<file path="config.mk">
export PLATFORM = sky130hd
export DESIGN_NAME = rdpm_horner_step
export DESIGN_NICKNAME = d
export VERILOG_FILES = /design/src/sv/rdpm_pkg.sv /design/src/sv/rdpm_horner_step.sv
export SDC_FILE = /design/constraint.sdc
export NUM_CORES = 2
export LEC_CHECK = 0
export ABC_AREA = 1
export ABC_CLOCK_PERIOD_IN_PS = 11800
export BUFFER_PORTS_ARGS = -buffer_cell sky130_fd_sc_hd__buf_2
export CAP_MARGIN = 20
export CORE_MARGIN = 3
export CORE_UTILIZATION = 35
export CTS_CLUSTER_SIZE = 12
export DETAILED_ROUTE_END_ITERATION = 7
export GPL_TIMING_DRIVEN = 1
export PLACE_DENSITY = 0.48
export SKIP_LAST_GASP = 1
export SYNTH_ARGS = -nofsm -noshare
export SYNTH_HDL_FRONTEND = slang
export SYNTH_SLANG_ARGS = --single-unit
</file>
<file path="constraint.sdc">
create_clock -name clk_i -period 11.8 [get_ports clk_i]
set_input_delay 0.59 -clock clk_i [delete_from_list [all_inputs] [get_ports clk_i]]
set_output_delay 0.59 -clock clk_i [all_outputs]
set_load 0.03 [all_outputs]
</file>
<file path="src/sv/rdpm_pkg.sv">
package rdpm_pkg;

  localparam int CoordW       = 20;
  localparam int DiffW        = 21;
  localparam int SqW          = 41;
  localparam int R2W          = 42;
  localparam int CoeffW       = 32;
  localparam int UW           = 32;
  localparam int ProdW        = 64;
  localparam int MulW         = 53;
  localparam int QuotW        = 22;
  localparam int NumW         = 49;
  localparam int AccFrac      = 31;
  localparam int OutFrac      = 28;
  localparam int NumCoeffRegs = 4;
  localparam int ShiftW       = 6;
  localparam int CfgDataW     = 32;

  localparam logic signed [CoeffW-1:0] CoeffOne = 32'sh1000_0000;
  localparam logic signed [CoeffW-1:0] AccMax   = 32'sh7FFF_FFFF;
  localparam logic signed [CoeffW-1:0] AccMin   = 32'sh8000_0000;
  localparam logic signed [CoordW-1:0] OutMax   = 20'sh7_FFFF;
  localparam logic signed [CoordW-1:0] OutMin   = 20'sh8_0000;

  typedef enum logic [1:0] {
    ModeIdentity = 2'd0,
    ModePoly     = 2'd1,
    ModeDiv      = 2'd2
  } mode_e;

  typedef enum logic [2:0] {
    CfgCenterX = 3'd0,
    CfgCenterY = 3'd1,
    CfgMode    = 3'd2,
    CfgShift   = 3'd3,
    CfgCoeff0  = 3'd4,
    CfgCoeff1  = 3'd5,
    CfgCoeff2  = 3'd6,
    CfgCoeff3  = 3'd7
  } cfg_reg_e;

  typedef struct packed {
    logic signed [CoordW-1:0] point_x;
    logic signed [CoordW-1:0] point_y;
  } point_t;

  typedef struct packed {
    logic signed [CoordW-1:0] mapped_x;
    logic signed [CoordW-1:0] mapped_y;
    logic                     passed_through;
    logic                     saturated;
  } result_t;

  typedef struct packed {
    cfg_reg_e              index;
    logic [CfgDataW-1:0]   value;
  } cfg_wr_t;

  typedef struct packed {
    logic signed [CoordW-1:0] center_x;
    logic signed [CoordW-1:0] center_y;
    logic [1:0]               mode;
    logic [ShiftW-1:0]        radius_shift;
  } cfg_t;

  // Item state through the radius and Horner stages.
  typedef struct packed {
    logic signed [DiffW-1:0]  dx;
    logic signed [DiffW-1:0]  dy;
    logic [UW-1:0]            u;
    logic signed [CoeffW-1:0] acc;
    logic signed [ProdW-1:0]  prod;
    logic                     sat;
  } lane_t;

  // Item state through the mapping and divider stages.
  typedef struct packed {
    logic signed [DiffW-1:0]  dx;
    logic signed [DiffW-1:0]  dy;
    logic signed [MulW-1:0]   mulx;
    logic signed [MulW-1:0]   muly;
    logic [CoeffW-1:0]        da;
    logic [NumW-1:0]          remx;
    logic [NumW-1:0]          remy;
    logic [QuotW-1:0]         qx;
    logic [QuotW-1:0]         qy;
    logic                     negx;
    logic                     negy;
    logic                     ovx;
    logic                     ovy;
    logic                     zero;
    logic                     sat;
  } div_t;

endpackage

</file>
<file path="src/sv/rdpm_horner_step.sv">
module rdpm_horner_step (
  input  logic                               clk_i,
  input  logic                               rst_ni,
  input  logic signed [rdpm_pkg::CoeffW-1:0] coeff_i,
  input  logic                               in_valid_i,
  output logic                               in_ready_o,
  input  rdpm_pkg::lane_t                    in_data_i,
  output logic                               out_valid_o,
  input  logic                               out_ready_i,
  output rdpm_pkg::lane_t                    out_data_o
);

  localparam int NumStages = 2;
  localparam int SumW      = rdpm_pkg::ProdW - rdpm_pkg::AccFrac + 1;

  logic [NumStages-1:0] valid_q;
  logic [NumStages-1:0] ready;

  logic signed [rdpm_pkg::ProdW-1:0] prod_d;
  logic signed [SumW-1:0]            sum;
  logic                              ovf;
  rdpm_pkg::lane_t                   mul_d, mul_q, acc_d, acc_q;

  always_comb begin
    ready[NumStages-1] = !valid_q[NumStages-1] || out_ready_i;
    ready[0]           = !valid_q[0] || ready[1];
  end

  assign in_ready_o  = ready[0];
  assign out_valid_o = valid_q[NumStages-1];
  assign out_data_o  = acc_q;

  always_ff @(posedge clk_i or negedge rst_ni) begin
    if (!rst_ni) begin
      valid_q <= '0;
    end else begin
      if (ready[0]) valid_q[0] <= in_valid_i;
      if (ready[1]) valid_q[1] <= valid_q[0];
    end
  end

  // u is unsigned, so it enters the signed product with a zero on top.
  assign prod_d = rdpm_pkg::ProdW'(in_data_i.acc)
                * rdpm_pkg::ProdW'($signed({1'b0, in_data_i.u}));

  always_comb begin
    mul_d      = in_data_i;
    mul_d.prod = prod_d;
  end

  // The arithmetic shift of the product gives the floor of the scaled value.
  assign sum = SumW'($signed(mul_q.prod[rdpm_pkg::ProdW-1:rdpm_pkg::AccFrac]))
             + SumW'(coeff_i);
  assign ovf = (sum[SumW-1:rdpm_pkg::CoeffW-1] != '0)
            && (sum[SumW-1:rdpm_pkg::CoeffW-1] != '1);

  always_comb begin
    acc_d     = mul_q;
    acc_d.sat = mul_q.sat || ovf;
    if (ovf) begin
      acc_d.acc = sum[SumW-1] ? rdpm_pkg::AccMin : rdpm_pkg::AccMax;
    end else begin
      acc_d.acc = sum[rdpm_pkg::CoeffW-1:0];
    end
  end

  always_ff @(posedge clk_i) begin
    if (ready[0]) mul_q <= mul_d;
    if (ready[1]) acc_q <= acc_d;
  end

endmodule

</file>
# Word-level counts from Yosys, hierarchy flattened
# Index checks and enable logic that the tools add are counted.
# word_totals
register_bits	312
word_cells	25
in_bits	207
# op_classes
addsub	1
n_mul	1
n_reduce_logical	7
eq_ne	1
muxes	2
# op_table
op	n
$mul A32 B33 Y64	1
$mux W32	2
$add A33 B32 Y34	1
$logic_or A1 B1 Y1	3
$ne A3 B3 Y1 const B	1
$reduce_bool A3 Y1	1
$logic_not A1 Y1	2
$logic_and A1 B1 Y1	1

# Longest topological paths before layout
# depth
depth_word	4
depth_mapped	30

# Worst setup path after synthesis
# Ideal clock, no wire load.
# synth_path
kind	input -> register
start	input port in_data_i[122] (netlist bit)
end	register mul_q, in the netlist acc_d[64] (data pin)
t_required_ps	11548
setup_time_ps	252
path_slack_ps	5181
t_arrival_ps	6367
path_buffers	1
cell_stages	26
path_cell_list	clkbuf_1 > nand2_1 > fa_1 > inv_1 > fa_1 > inv_1 > fa_1 > inv_1 > fa_1 > fa_1 > fa_1 > fa_1 > inv_1 > fa_1 > inv_1 > ha_1 > a21oi_1 > o21ai_0 > a21oi_1 > nor2_1 > nor2_1 > nor2_1 > nor2_1 > nand2_1 > nand2_1 > nand2_1
# synth_between
elab_chain_cells	1
# synth_lines
element	line_no	text
start, declared	rdpm_horner_step.sv:7	input rdpm_pkg::lane_t in_data_i,
$mul A32 B33 Y64	rdpm_horner_step.sv:44	* rdpm_pkg::ProdW'($signed({1'b0, in_data_i.u}));
net prod_d (one bit)	rdpm_horner_step.sv:19	logic signed [rdpm_pkg::ProdW-1:0] prod_d;
end signal, assigned	rdpm_horner_step.sv:68	if (ready[0]) mul_q <= mul_d;
end, declared	rdpm_horner_step.sv:22	rdpm_pkg::lane_t mul_d, mul_q, acc_d, acc_q;
# The timed path passes the listed nets, and every way through them passes these cells.
# A chain may end at the register's enable or synchronous reset.

# Worst setup path in the final report
# layout_path
start	input port in_data_i[76] (netlist bit)
end	register mul_q, in the netlist acc_d[62] (data pin)
# Same word-level chain as after synthesis.

==> flow_summary.toml <==
[run_status]
outcome = "complete, no violations"

[die]
die_h_um = 374
initial_core_util_pct = 35.4
pin_count = 380
coreArea_um2 = 134000
rows = 134
die_w_um = 374
die_area_um2 = 140000

[clocking]
ctsHoldBuffers = 1
ctsResizeCount = 0
cts_sinks = 312
cts_buffers = 37
path_clk_slew_ns = 0.06
cts_setup_buffers = 0
cts_htree_levels = 2
root_buffer = "clkbuf_16"
clock_latency_ns = 0.60
cts_tree = "done"
clockBufferDepth = 3

[place]
place_inst = 7468
place.gp.congestion = 0.936
dpl.hpwl_um = 111000
placedInstanceArea_um2 = 50800
port_buffers = 315

[sta]
period_share_pct = 65.0
fin_crit_ns = 7.67
fin_tns_setup_ns = 0
hold_viol_final = 0
worst_pin_slew_ns = 1.08
slew_headroom_pct = 28.1
slew_viol_final = 0
rsz0062_at_grt = "no"
max_freq_ghz = 0.130
setup_violations = 0
skew_ns = 0.0228

[routing]
dr.pass1.iters = 5
top_layer_used = "met5"
drt_wl_total_um = 140000
drt-initial-drc-count = 2178
vias = 34700
drc = 0
wl_met2_um = 66900
drt-met1-wl_um = 64200
wl_met3_um = 6550
wl_per_cell_um = 18.6
ant_nets = 0
vias_per_cell = 4.61

[job]
cap_violations = 0

[setup_path]
endpoint_kind = "register"
r2r_slack_ns = 8.74
worstSetupStartpointType = "input pin"
critical_path_arrival_ns = 8.01
cp_max_fo = 32
worstSetupPathType = "input pin to register"
required_ns = 12.14

[logic_synthesis]
synth_cell_type_count = 40
yosysWarnings = 0
synth_flop_cell = "edfxtp_1"
async_reset_ff_share_pct = 0.641
synth_edf_count = 310
synth.avg_cell_area_um2 = 8.57
ys_ff_latch = 312
yosysSeqAreaShare_pct = 19.7
synth_area_um2 = 47500
syn_nets = 6969
synthCells = 5540

[cells_and_area]
final_area_um2 = 52100
nets = 7169
area_growth_pct = 9.70
post-route-util_pct = 38.9
instances_no_fill = 7536
fillers = 13900
drive_gt1_share_pct = 7.93

[global_routing]
grt_pass1_wl_um = 220000
gr-total-overflow = 0
grt_pass1_vias = 37100
grt_max_degree = 65
antenna_found_initial = 5
track_usage_pct = 20.4

[hold_path]
hp-class = "input pin to register"
-- flip-flops by register name, summed over array words and instances (netlist names) --
register	cells
out_data_o	171
acc_d	138
valid_q	2
mul_q	1
-- cell families after synthesis --
logic type / after synthesis / synth area share [%]
buffers and inverters: 1925 / 15.3
and+or+nand+nor: 1791 / 14.8
adders and majority gates: 1222 / 46.4
DFF: 312 / 19.7
AOI/OAI and AO/OA: 227 / 2.63
xor gates and xnor gates: 63 / 1.16
-- routing by layer --
metal | track usage, % | vias up
li1 | - | 16200
met1 | 28.4 | 17600
met2 | 34.3 | 805
met3 | 2.43 | 125
met4 | 4.25 | 2
met5 | 0 | -
-- critical path, stage by stage --
cell,delay [ns]
buf_2,0.70
nand2_1,0.18
fa_1,0.59
inv_1,0.05
fa_1,0.59
inv_1,0.10
fa_1,0.54
inv_1,0.05
fa_1,0.50
fa_1,0.57
fa_1,0.42
fa_1,0.51
inv_1,0.08
fa_1,0.53
inv_1,0.06
ha_1,0.38
a21oi_1,0.37
o21ai_0,0.21
a21oi_1,0.36
o21ai_0,0.21
a21oi_1,0.22
nand2_1,0.07
nand2_1,0.06
nand2_1,0.05
-- placed cells by master, fill, tap and decap left out, types with 64 or more instances in the layout --
cell | synthesis | final
nor2_1 | 194 | 194
o21ai_0 | 64 | 64
nand3_1 | 78 | 77
ha_1 | 324 | 324
fa_1 | 898 | 898
nand2_1 | 1449 | 1448
inv_1 | 1721 | 1721
a21oi_1 | 116 | 116
edfxtp_1 | 310 | 310
buf_2 | 1 | 315
-- cells in the mapped netlist, types with 3 or more instances --
cell type | instances | area [µm²]
or2_2 | 16 | 100
a21boi_0 | 8 | 60.1
nor3_1 | 10 | 50.1
nor2_1 | 194 | 728
a21o_1 | 8 | 60.1
a31oi_1 | 5 | 31.3
inv_1 | 1721 | 6460
nand4_1 | 12 | 75.1
nor4_1 | 4 | 25.0
fa_1 | 898 | 18000
a21oi_1 | 116 | 581
nand2_2 | 14 | 87.6
nand3_1 | 78 | 390
xnor2_1 | 15 | 131
buf_6 | 3 | 33.8
inv_2 | 5 | 18.8
xor2_1 | 48 | 420
o21bai_1 | 20 | 150
nand2_1 | 1449 | 5440
clkbuf_1 | 192 | 721
ha_1 | 324 | 4050
edfxtp_1 | 310 | 9310
o21ai_0 | 64 | 320
-- per-stage QoR --
step / hold slack (ns) / setup slack, ns
global placement: 0.376 / 3.63
CTS: 0.112 / 4.23
global route: 0.131 / 3.74
detailed placement: 0.379 / 3.62
finish: 0.168 / 4.13
floorplan: 0.294 / 5.18
-- path summary, 6_finish.rpt --
check / from / to / cells past startpoint
min in group asynchronous: rst_ni / valid_q[1] / 2
setup / recovery: in_data_i[76] / acc_d[62] / 24
setup reg to reg: valid_q[1] / out_data_o[105] / 3
hold reg to reg: acc_d[27] / out_data_o[27] / 0
max in group asynchronous: rst_ni / valid_q[0] / 2
hold / removal: in_data_i[163] / acc_d[163] / 1
-- cell type report --
| type | count | area (µm²) | share of cell area [%] |
|---|---|---|---|
| tap | 1768 | 2210 | 4.25 |
| multi-input combinational | 3303 | 30900 | 59.3 |
| antenna | 2 | 5.00 | 0.00961 |
| timing repair buffer | 359 | 1910 | 3.67 |
| inverter | 1727 | 6480 | 12.5 |
| sequential | 312 | 9360 | 18.0 |
| clock buffer | 47 | 1000 | 1.93 |
| clock inverter | 18 | 225 | 0.433 |
Power is left out: the tool's default activity adds up to more than one toggle a clock period on the data nets, which glitch-free logic cannot reach.
