**src/sv/rdpm_pkg.sv**
```systemverilog
package rdpm_pkg;

  localparam int CoordW       = 20;
  localparam int DiffW        = 21;
  localparam int SqW          = 41;
  localparam int R2W          = 42;
  localparam int CoeffW       = 32;
  localparam int UW           = 32;
  localparam int ProdW        = 64;
  localparam int MulW         = 53;
  localparam int QuotW        = 22;
  localparam int NumW         = 49;
  localparam int AccFrac      = 31;
  localparam int OutFrac      = 28;
  localparam int NumCoeffRegs = 4;
  localparam int ShiftW       = 6;
  localparam int CfgDataW     = 32;

  localparam logic signed [CoeffW-1:0] CoeffOne = 32'sh1000_0000;
  localparam logic signed [CoeffW-1:0] AccMax   = 32'sh7FFF_FFFF;
  localparam logic signed [CoeffW-1:0] AccMin   = 32'sh8000_0000;
  localparam logic signed [CoordW-1:0] OutMax   = 20'sh7_FFFF;
  localparam logic signed [CoordW-1:0] OutMin   = 20'sh8_0000;

  typedef enum logic [1:0] {
    ModeIdentity = 2'd0,
    ModePoly     = 2'd1,
    ModeDiv      = 2'd2
  } mode_e;

  typedef enum logic [2:0] {
    CfgCenterX = 3'd0,
    CfgCenterY = 3'd1,
    CfgMode    = 3'd2,
    CfgShift   = 3'd3,
    CfgCoeff0  = 3'd4,
    CfgCoeff1  = 3'd5,
    CfgCoeff2  = 3'd6,
    CfgCoeff3  = 3'd7
  } cfg_reg_e;

  typedef struct packed {
    logic signed [CoordW-1:0] point_x;
    logic signed [CoordW-1:0] point_y;
  } point_t;

  typedef struct packed {
    logic signed [CoordW-1:0] mapped_x;
    logic signed [CoordW-1:0] mapped_y;
    logic                     passed_through;
    logic                     saturated;
  } result_t;

  typedef struct packed {
    cfg_reg_e              index;
    logic [CfgDataW-1:0]   value;
  } cfg_wr_t;

  typedef struct packed {
    logic signed [CoordW-1:0] center_x;
    logic signed [CoordW-1:0] center_y;
    logic [1:0]               mode;
    logic [ShiftW-1:0]        radius_shift;
  } cfg_t;

  // Item state through the radius and Horner stages.
  typedef struct packed {
    logic signed [DiffW-1:0]  dx;
    logic signed [DiffW-1:0]  dy;
    logic [UW-1:0]            u;
    logic signed [CoeffW-1:0] acc;
    logic signed [ProdW-1:0]  prod;
    logic                     sat;
  } lane_t;

  // Item state through the mapping and divider stages.
  typedef struct packed {
    logic signed [DiffW-1:0]  dx;
    logic signed [DiffW-1:0]  dy;
    logic signed [MulW-1:0]   mulx;
    logic signed [MulW-1:0]   muly;
    logic [CoeffW-1:0]        da;
    logic [NumW-1:0]          remx;
    logic [NumW-1:0]          remy;
    logic [QuotW-1:0]         qx;
    logic [QuotW-1:0]         qy;
    logic                     negx;
    logic                     negy;
    logic                     ovx;
    logic                     ovy;
    logic                     zero;
    logic                     sat;
  } div_t;

endpackage

```
**src/sv/rdpm_radius.sv**
```systemverilog
module rdpm_radius (
  input  logic                               clk_i,
  input  logic                               rst_ni,
  input  rdpm_pkg::cfg_t                     cfg_i,
  input  logic signed [rdpm_pkg::CoeffW-1:0] coeff_top_i,
  input  logic                               in_valid_i,
  output logic                               in_ready_o,
  input  rdpm_pkg::point_t                   in_data_i,
  output logic                               out_valid_o,
  input  logic                               out_ready_i,
  output rdpm_pkg::lane_t                    out_data_o
);

  localparam int NumStages = 3;

  logic [NumStages-1:0] valid_q;
  logic [NumStages-1:0] ready;

  logic signed [rdpm_pkg::DiffW-1:0] dx0_d, dy0_d, dx0_q, dy0_q, dx1_q, dy1_q;
  logic signed [rdpm_pkg::R2W-1:0]   sqx_full, sqy_full;
  logic [rdpm_pkg::SqW-1:0]          sqx1_q, sqy1_q;
  logic [rdpm_pkg::R2W-1:0]          r2, r2_shifted;
  logic                              u_sat;
  rdpm_pkg::lane_t                   lane_d, lane_q;

  always_comb begin
    ready[NumStages-1] = !valid_q[NumStages-1] || out_ready_i;
    for (int k = NumStages - 2; k >= 0; k--) begin
      ready[k] = !valid_q[k] || ready[k+1];
    end
  end

  assign in_ready_o  = ready[0];
  assign out_valid_o = valid_q[NumStages-1];
  assign out_data_o  = lane_q;

  always_ff @(posedge clk_i or negedge rst_ni) begin
    if (!rst_ni) begin
      valid_q <= '0;
    end else begin
      if (ready[0]) valid_q[0] <= in_valid_i;
      for (int k = 1; k < NumStages; k++) begin
        if (ready[k]) valid_q[k] <= valid_q[k-1];
      end
    end
  end

  assign dx0_d = {in_data_i.point_x[rdpm_pkg::CoordW-1], in_data_i.point_x}
               - {cfg_i.center_x[rdpm_pkg::CoordW-1], cfg_i.center_x};
  assign dy0_d = {in_data_i.point_y[rdpm_pkg::CoordW-1], in_data_i.point_y}
               - {cfg_i.center_y[rdpm_pkg::CoordW-1], cfg_i.center_y};

  assign sqx_full = rdpm_pkg::R2W'(dx0_q) * rdpm_pkg::R2W'(dx0_q);
  assign sqy_full = rdpm_pkg::R2W'(dy0_q) * rdpm_pkg::R2W'(dy0_q);

  // Shifts of 42 or more leave zero, as the shifter does on its own.
  assign r2         = {1'b0, sqx1_q} + {1'b0, sqy1_q};
  assign r2_shifted = r2 >> cfg_i.radius_shift;
  assign u_sat      = |r2_shifted[rdpm_pkg::R2W-1:rdpm_pkg::UW];

  always_comb begin
    lane_d      = '0;
    lane_d.dx   = dx1_q;
    lane_d.dy   = dy1_q;
    lane_d.u    = u_sat ? '1 : r2_shifted[rdpm_pkg::UW-1:0];
    lane_d.acc  = coeff_top_i;
    lane_d.sat  = u_sat;
  end

  always_ff @(posedge clk_i) begin
    if (ready[0]) begin
      dx0_q <= dx0_d;
      dy0_q <= dy0_d;
    end
    if (ready[1]) begin
      dx1_q  <= dx0_q;
      dy1_q  <= dy0_q;
      sqx1_q <= sqx_full[rdpm_pkg::SqW-1:0];
      sqy1_q <= sqy_full[rdpm_pkg::SqW-1:0];
    end
    if (ready[2]) begin
      lane_q <= lane_d;
    end
  end

endmodule

```
**config.mk**
```make
export PLATFORM = sky130hd
export DESIGN_NAME = rdpm_radius
export DESIGN_NICKNAME = d
export VERILOG_FILES = /design/src/sv/rdpm_pkg.sv /design/src/sv/rdpm_radius.sv
export SDC_FILE = /design/constraint.sdc
export NUM_CORES = 2
export LEC_CHECK = 0
export BUFFER_PORTS_ARGS = -buffer_cell sky130_fd_sc_hd__clkbuf_2
export CAP_MARGIN = 20
export CELL_PAD_IN_SITES_DETAIL_PLACEMENT = 0
export CELL_PAD_IN_SITES_GLOBAL_PLACEMENT = 2
export CORE_AREA = 3 3 363 365
export CTS_CLUSTER_SIZE = 40
export DETAILED_ROUTE_END_ITERATION = 8
export DIE_AREA = 0 0 366 368
export GPL_ROUTABILITY_DRIVEN = 1
export HOLD_SLACK_MARGIN = 0.15
export PLACE_DENSITY = 0.79
export SKIP_CTS_REPAIR_TIMING = 1
export SYNTH_ARGS = -nofsm -noshare
export SYNTH_HDL_FRONTEND = slang
export SYNTH_SLANG_ARGS = --single-unit
```
**constraint.sdc**
```tcl
create_clock -name clk_i -period 8.05 [get_ports clk_i]
set_input_delay 1.61 -clock clk_i [delete_from_list [all_inputs] [get_ports clk_i]]
set_output_delay 1.61 -clock clk_i [all_outputs]
set_load 0.05 [all_outputs]
```
# ---- Word-level counts from Yosys, hierarchy flattened
# Cells that the tools add are included.
dict set report totals {
  elab_cells 27
  register_bits 276
  rom_bits 0
  input_bits 124
  mem_bits_rw 0
  mem_count 0
  latch_bits 0
}
dict set report classes {
  shifts 1
  reduce_logical 7
  n_mul 2
  mux 0
  n_eq_ne 0
  addsub 3
  bitwise 0
  div 0
  magnitude_cmp 0
}
# op count
set ops {}
lappend ops {{$mul A21 B21 Y41} 2}
lappend ops {{$add A41 B41 Y42} 1}
lappend ops {{$shr A42 B6 Y42} 1}
lappend ops {{$sub A20 B20 Y21} 2}
lappend ops {{$reduce_or A10 Y1} 1}
lappend ops {{$logic_not A1 Y1} 3}
lappend ops {{$logic_or A1 B1 Y1} 3}

# ---- Logic depth before layout (Yosys ltp)
dict set report depth {
  depth_word 4
  depth_mapped 30
  depth_no_buf 29
}

# ---- Worst setup path before layout
# OpenSTA, ideal clock, no wires.
dict set report synth_timing {
  kind {flip-flop to flip-flop}
  start {register dy0_q[4] (netlist name)}
  end {register sqy1_q[39] (netlist name) (data pin)}
  required_time_ps 7792
  t_arrival_ps 7217
  slack_ps 575
  path_stages_with_launch 30
  period_less_slack_ps 7475
  path_cell_list {edfxtp_1 > clkbuf_1 > clkbuf_1 > nand2_1 > fa_1 > inv_1 > fa_1 > inv_1 > fa_1 > inv_1 > fa_1 > inv_1 > fa_1 > inv_1 > fa_1 > inv_1 > fa_1 > inv_1 > ha_1 > a21o_1 > a21oi_1 > a21boi_0 > a311oi_1 > or4_1 > a311o_1 > o211a_1 > a211o_1 > o21ai_0 > a21oi_1 > xnor2_1}
}
dict set report synth_via {
  elab_chain_len 1
}
# item line
set synth_lines {}
lappend synth_lines {{start, declared} rdpm_radius.sv:19} ;# logic signed [rdpm_pkg::DiffW-1:0] dx0_d, dy0_d, dx0_q, dy0_q, dx1_q, dy1_q;
lappend synth_lines {{start signal, assigned} rdpm_radius.sv:73} ;# dy0_q <= dy0_d;
lappend synth_lines {{$mul A21 B21 Y41} rdpm_radius.sv:54} ;# assign sqy_full = rdpm_pkg::R2W'(dy0_q) * rdpm_pkg::R2W'(dy0_q);
lappend synth_lines {{via sqy_full, one bit} rdpm_radius.sv:20} ;# logic signed [rdpm_pkg::R2W-1:0] sqx_full, sqy_full;
lappend synth_lines {{end signal, assigned} rdpm_radius.sv:79} ;# sqy1_q <= sqy_full[rdpm_pkg::SqW-1:0];
lappend synth_lines {{end, declared} rdpm_radius.sv:21} ;# logic [rdpm_pkg::SqW-1:0] sqx1_q, sqy1_q;
# The timed path passes the listed nets, and every way through them passes these cells.
# A chain may end at the register's enable or synchronous reset.

# ---- Final worst setup path
dict set report layout_timing {
  start {register dx0_q[5] (netlist name)}
  end {register sqx1_q[40] (netlist name) (data pin)}
}
dict set report layout_via {
  elab_chain_len 1
}
# item line
set layout_lines {}
lappend layout_lines {{start, declared} rdpm_radius.sv:19}
lappend layout_lines {{start signal, assigned} rdpm_radius.sv:72} ;# dx0_q <= dx0_d;
lappend layout_lines {{$mul A21 B21 Y41} rdpm_radius.sv:53} ;# assign sqx_full = rdpm_pkg::R2W'(dx0_q) * rdpm_pkg::R2W'(dx0_q);
lappend layout_lines {{via sqx_full, one bit} rdpm_radius.sv:20}
lappend layout_lines {{end signal, assigned} rdpm_radius.sv:78} ;# sqx1_q <= sqx_full[rdpm_pkg::SqW-1:0];
lappend layout_lines {{end, declared} rdpm_radius.sv:21}
# The timed path passes the listed nets, and every way through them passes these cells.

==> results.json <==
{
  "status": "completed",
  "wl_um": 117600,
  "drt-pass1-iter-count": 6,
  "regArea_um2": 8153,
  "drtIter0Drc": 1680,
  "fmax_mhz": 128.7,
  "hold_start": "dy1_q[3]",
  "rows": 132,
  "reg2reg_to": "sqx1_q[40]",
  "synth_edf_count": 269,
  "synth_area_leaders": "fa_1 36%, edfxtp_1 18%, inv_1 9.5%",
  "syn_avg_cell_area_um2": 9.846,
  "post-route-util_pct": 38.51,
  "yosysUniqueCellTypes": 93,
  "cts_buffers": 34,
  "port_buffers": 230,
  "hold_class": "flip-flop to flip-flop",
  "reg2reg_depth": 27,
  "crit_path_max_fanout": 4,
  "grt_pass1_vias": 33410,
  "clock_sinks": 272,
  "grt_pass1_wl_um": 189600,
  "grt_usage_pct": 17.79,
  "drv_cap": 0,
  "die_y_um": 368,
  "rr_startpoint": "dx0_q[5]",
  "required_ps": 8350,
  "nets": 6111,
  "synth_common_cells": "1135 x inv_1, 819 x fa_1, 388 x nand2_1",
  "cts_root_buf": "clkbuf_16",
  "post_drt_wl_per_cell_um": 17.81,
  "dp_hpwl_um": 99720,
  "synthArstFlopShare_pct": 1.103,
  "crit_path_end": "sqx1_q[40]",
  "floorplan.initialDensity_pct": 34.82,
  "clock_skew_ps": 39.14,
  "yosys.area.top_type_share_pct": 36.46,
  "critPathKind": "flip-flop to flip-flop",
  "fin_crit_sh_pct": 96.53,
  "min_period_ps": 7771,
  "antenna_found_initial": 5,
  "fin_hold_ws_ps": 409.3,
  "arrival_ps": 8070,
  "drc": 0,
  "cts.path.max_buffers": 3,
  "io_pins": 297,
  "multi_input_area_um2": 31650,
  "grt_max_degree": 73,
  "cts_tree": "yes",
  "grt.busiest_layer": "met2",
  "use_met2_pct": 28.60,
  "grt_overflow": 0,
  "r2r_setup_slack_ps": 280,
  "nFillCells": 13080,
  "synth_cells": 4567,
  "antenna_left": 0,
  "cts.reportedPaths.clkPinSlew_ps": 60,
  "yosysSeqAreaShare_pct": 18.13,
  "die_w_um": 366,
  "hold_viol_final": 0,
  "maxSlewViolCount": 0,
  "max_slew_margin_pct": 30.94,
  "die-area_um2": 134700,
  "syn2layout_area_growth_pct": 10.62,
  "met1_usage_pct": 25.76,
  "vias": 31230,
  "synth_top_cell_by_area": "fa_1",
  "gpl.final_weighted_congestion": 0.8446,
  "cp-end-kind": "flip-flop",
  "startpoint_type": "flip-flop",
  "htree_levels": 2,
  "setup_violations": 0,
  "ys_ff_latch": 272,
  "synth_flop_cell": "edfxtp_1",
  "drive_gt1_share_pct": 10.48,
  "insertion_delay_ps": 580,
  "worst_pin_slew_ps": 1028,
  "fp.coreArea_um2": 129200,
  "ys_warn_count": 0,
  "met3_usage_pct": 2.963,
  "viasPerCell": 4.731,
  "crit_path_start": "dx0_q[5]",
  "syn_area_um2": 44970,
  "post-synth-top-count-cell": "inv_1"
}
[metrics by stage]
step	setup WS (ps)	setup TNS, ps	instance area (um2)	std cells
2_1_floorplan	575.3	0	45200	4630
3_3_place_gp	151.9	0	48450	6514
3_5_place_dp	158.1	0	48450	6514
4_1_cts	124.6	0	49500	6572
5_1_grt	-10.43	-10.43	49740	6601
6_report	279.0	0	49740	6602
[metal layers]
metal | wire, um | vias up
met5 | 13 | -
met4 | 1691 | 2
met3 | 6357 | 88
met2 | 52920 | 718
met1 | 56590 | 15730
li1 | - | 14700
[how the worst min path moves through the flow]
stage / cells past startpoint / to / slack [ps]
floorplan: 0 / out_data_o[130] / 400
global placement: 0 / out_data_o[144] / 400
detailed placement: 0 / out_data_o[137] / 400
CTS: 0 / out_data_o[132] / 420
global route: 0 / out_data_o[152] / 420
finish: 0 / out_data_o[132] / 410
[cell families (layout without fill, tap and decap cells)]
group           count (synthesis)  in the layout  share of synthesized area [%]
flops                         272            272                          18.13
other cells                     1             65                       0.008339
compound gates                564            564                          8.742
fa+ha+maj                    1150           1150                          45.67
mux                            63             63                          1.689
xor+xnor                      185            185                          3.620
simple gates                  979            979                          10.10
buf+inv                      1353           1582                          12.04
[placed cells by master (no fill, tap or decap), types with 32 or more instances in the layout]
cell type | netlist | final
a21oi_1 | 134 | 134
xor2_1 | 66 | 66
and2_1 | 144 | 144
inv_1 | 1135 | 1135
mux2i_1 | 32 | 32
a21o_1 | 84 | 84
ha_1 | 331 | 331
buf_4 | 76 | 146
clkbuf_2 | 0 | 230
nor3_1 | 55 | 55
edfxtp_1 | 269 | 269
conb_1 | 1 | 64
clkbuf_16 | 0 | 34
nor2_1 | 220 | 220
xnor2_1 | 118 | 118
fa_1 | 819 | 819
nand3_1 | 44 | 44
nand2_1 | 388 | 388
o21ai_0 | 73 | 73
[critical path, cell delays in order, from the launching register on]
cell	delay, ps
edfxtp_1	540
inv_1	220
buf_4	210
nor2_1	180
fa_1	480
fa_1	520
inv_1	50
fa_1	470
inv_1	50
fa_1	480
fa_1	530
fa_1	530
inv_1	50
fa_1	480
inv_1	40
ha_1	280
a21o_1	110
a21oi_1	70
nor2b_1	220
nor2_1	80
o21ai_0	220
a211oi_2	80
o21ai_0	380
nand4_1	250
a31oi_1	310
a221o_1	200
a21oi_1	80
xnor2_1	390
[flip-flops by register name, indices dropped and copies added (netlist names)]
signal,cells
out_data_o,107
dy1_q,21
dy0_q,21
sqy1_q,39
dx1_q,21
dx0_q,21
sqx1_q,39
valid_q,3
[layout make-up]
type,count,area share (%)
multi-input cells,3005,63.63
flip-flops and latches,272,16.39
inverters,1139,8.595
repair buffers,385,4.880
well taps,1742,4.382
clock buffers,39,1.768
clock inverters,19,0.3522
diodes,1,0.005031
Power is not shown: default switching activity piles up to over one toggle a cycle in this logic, so the estimate is an artifact.
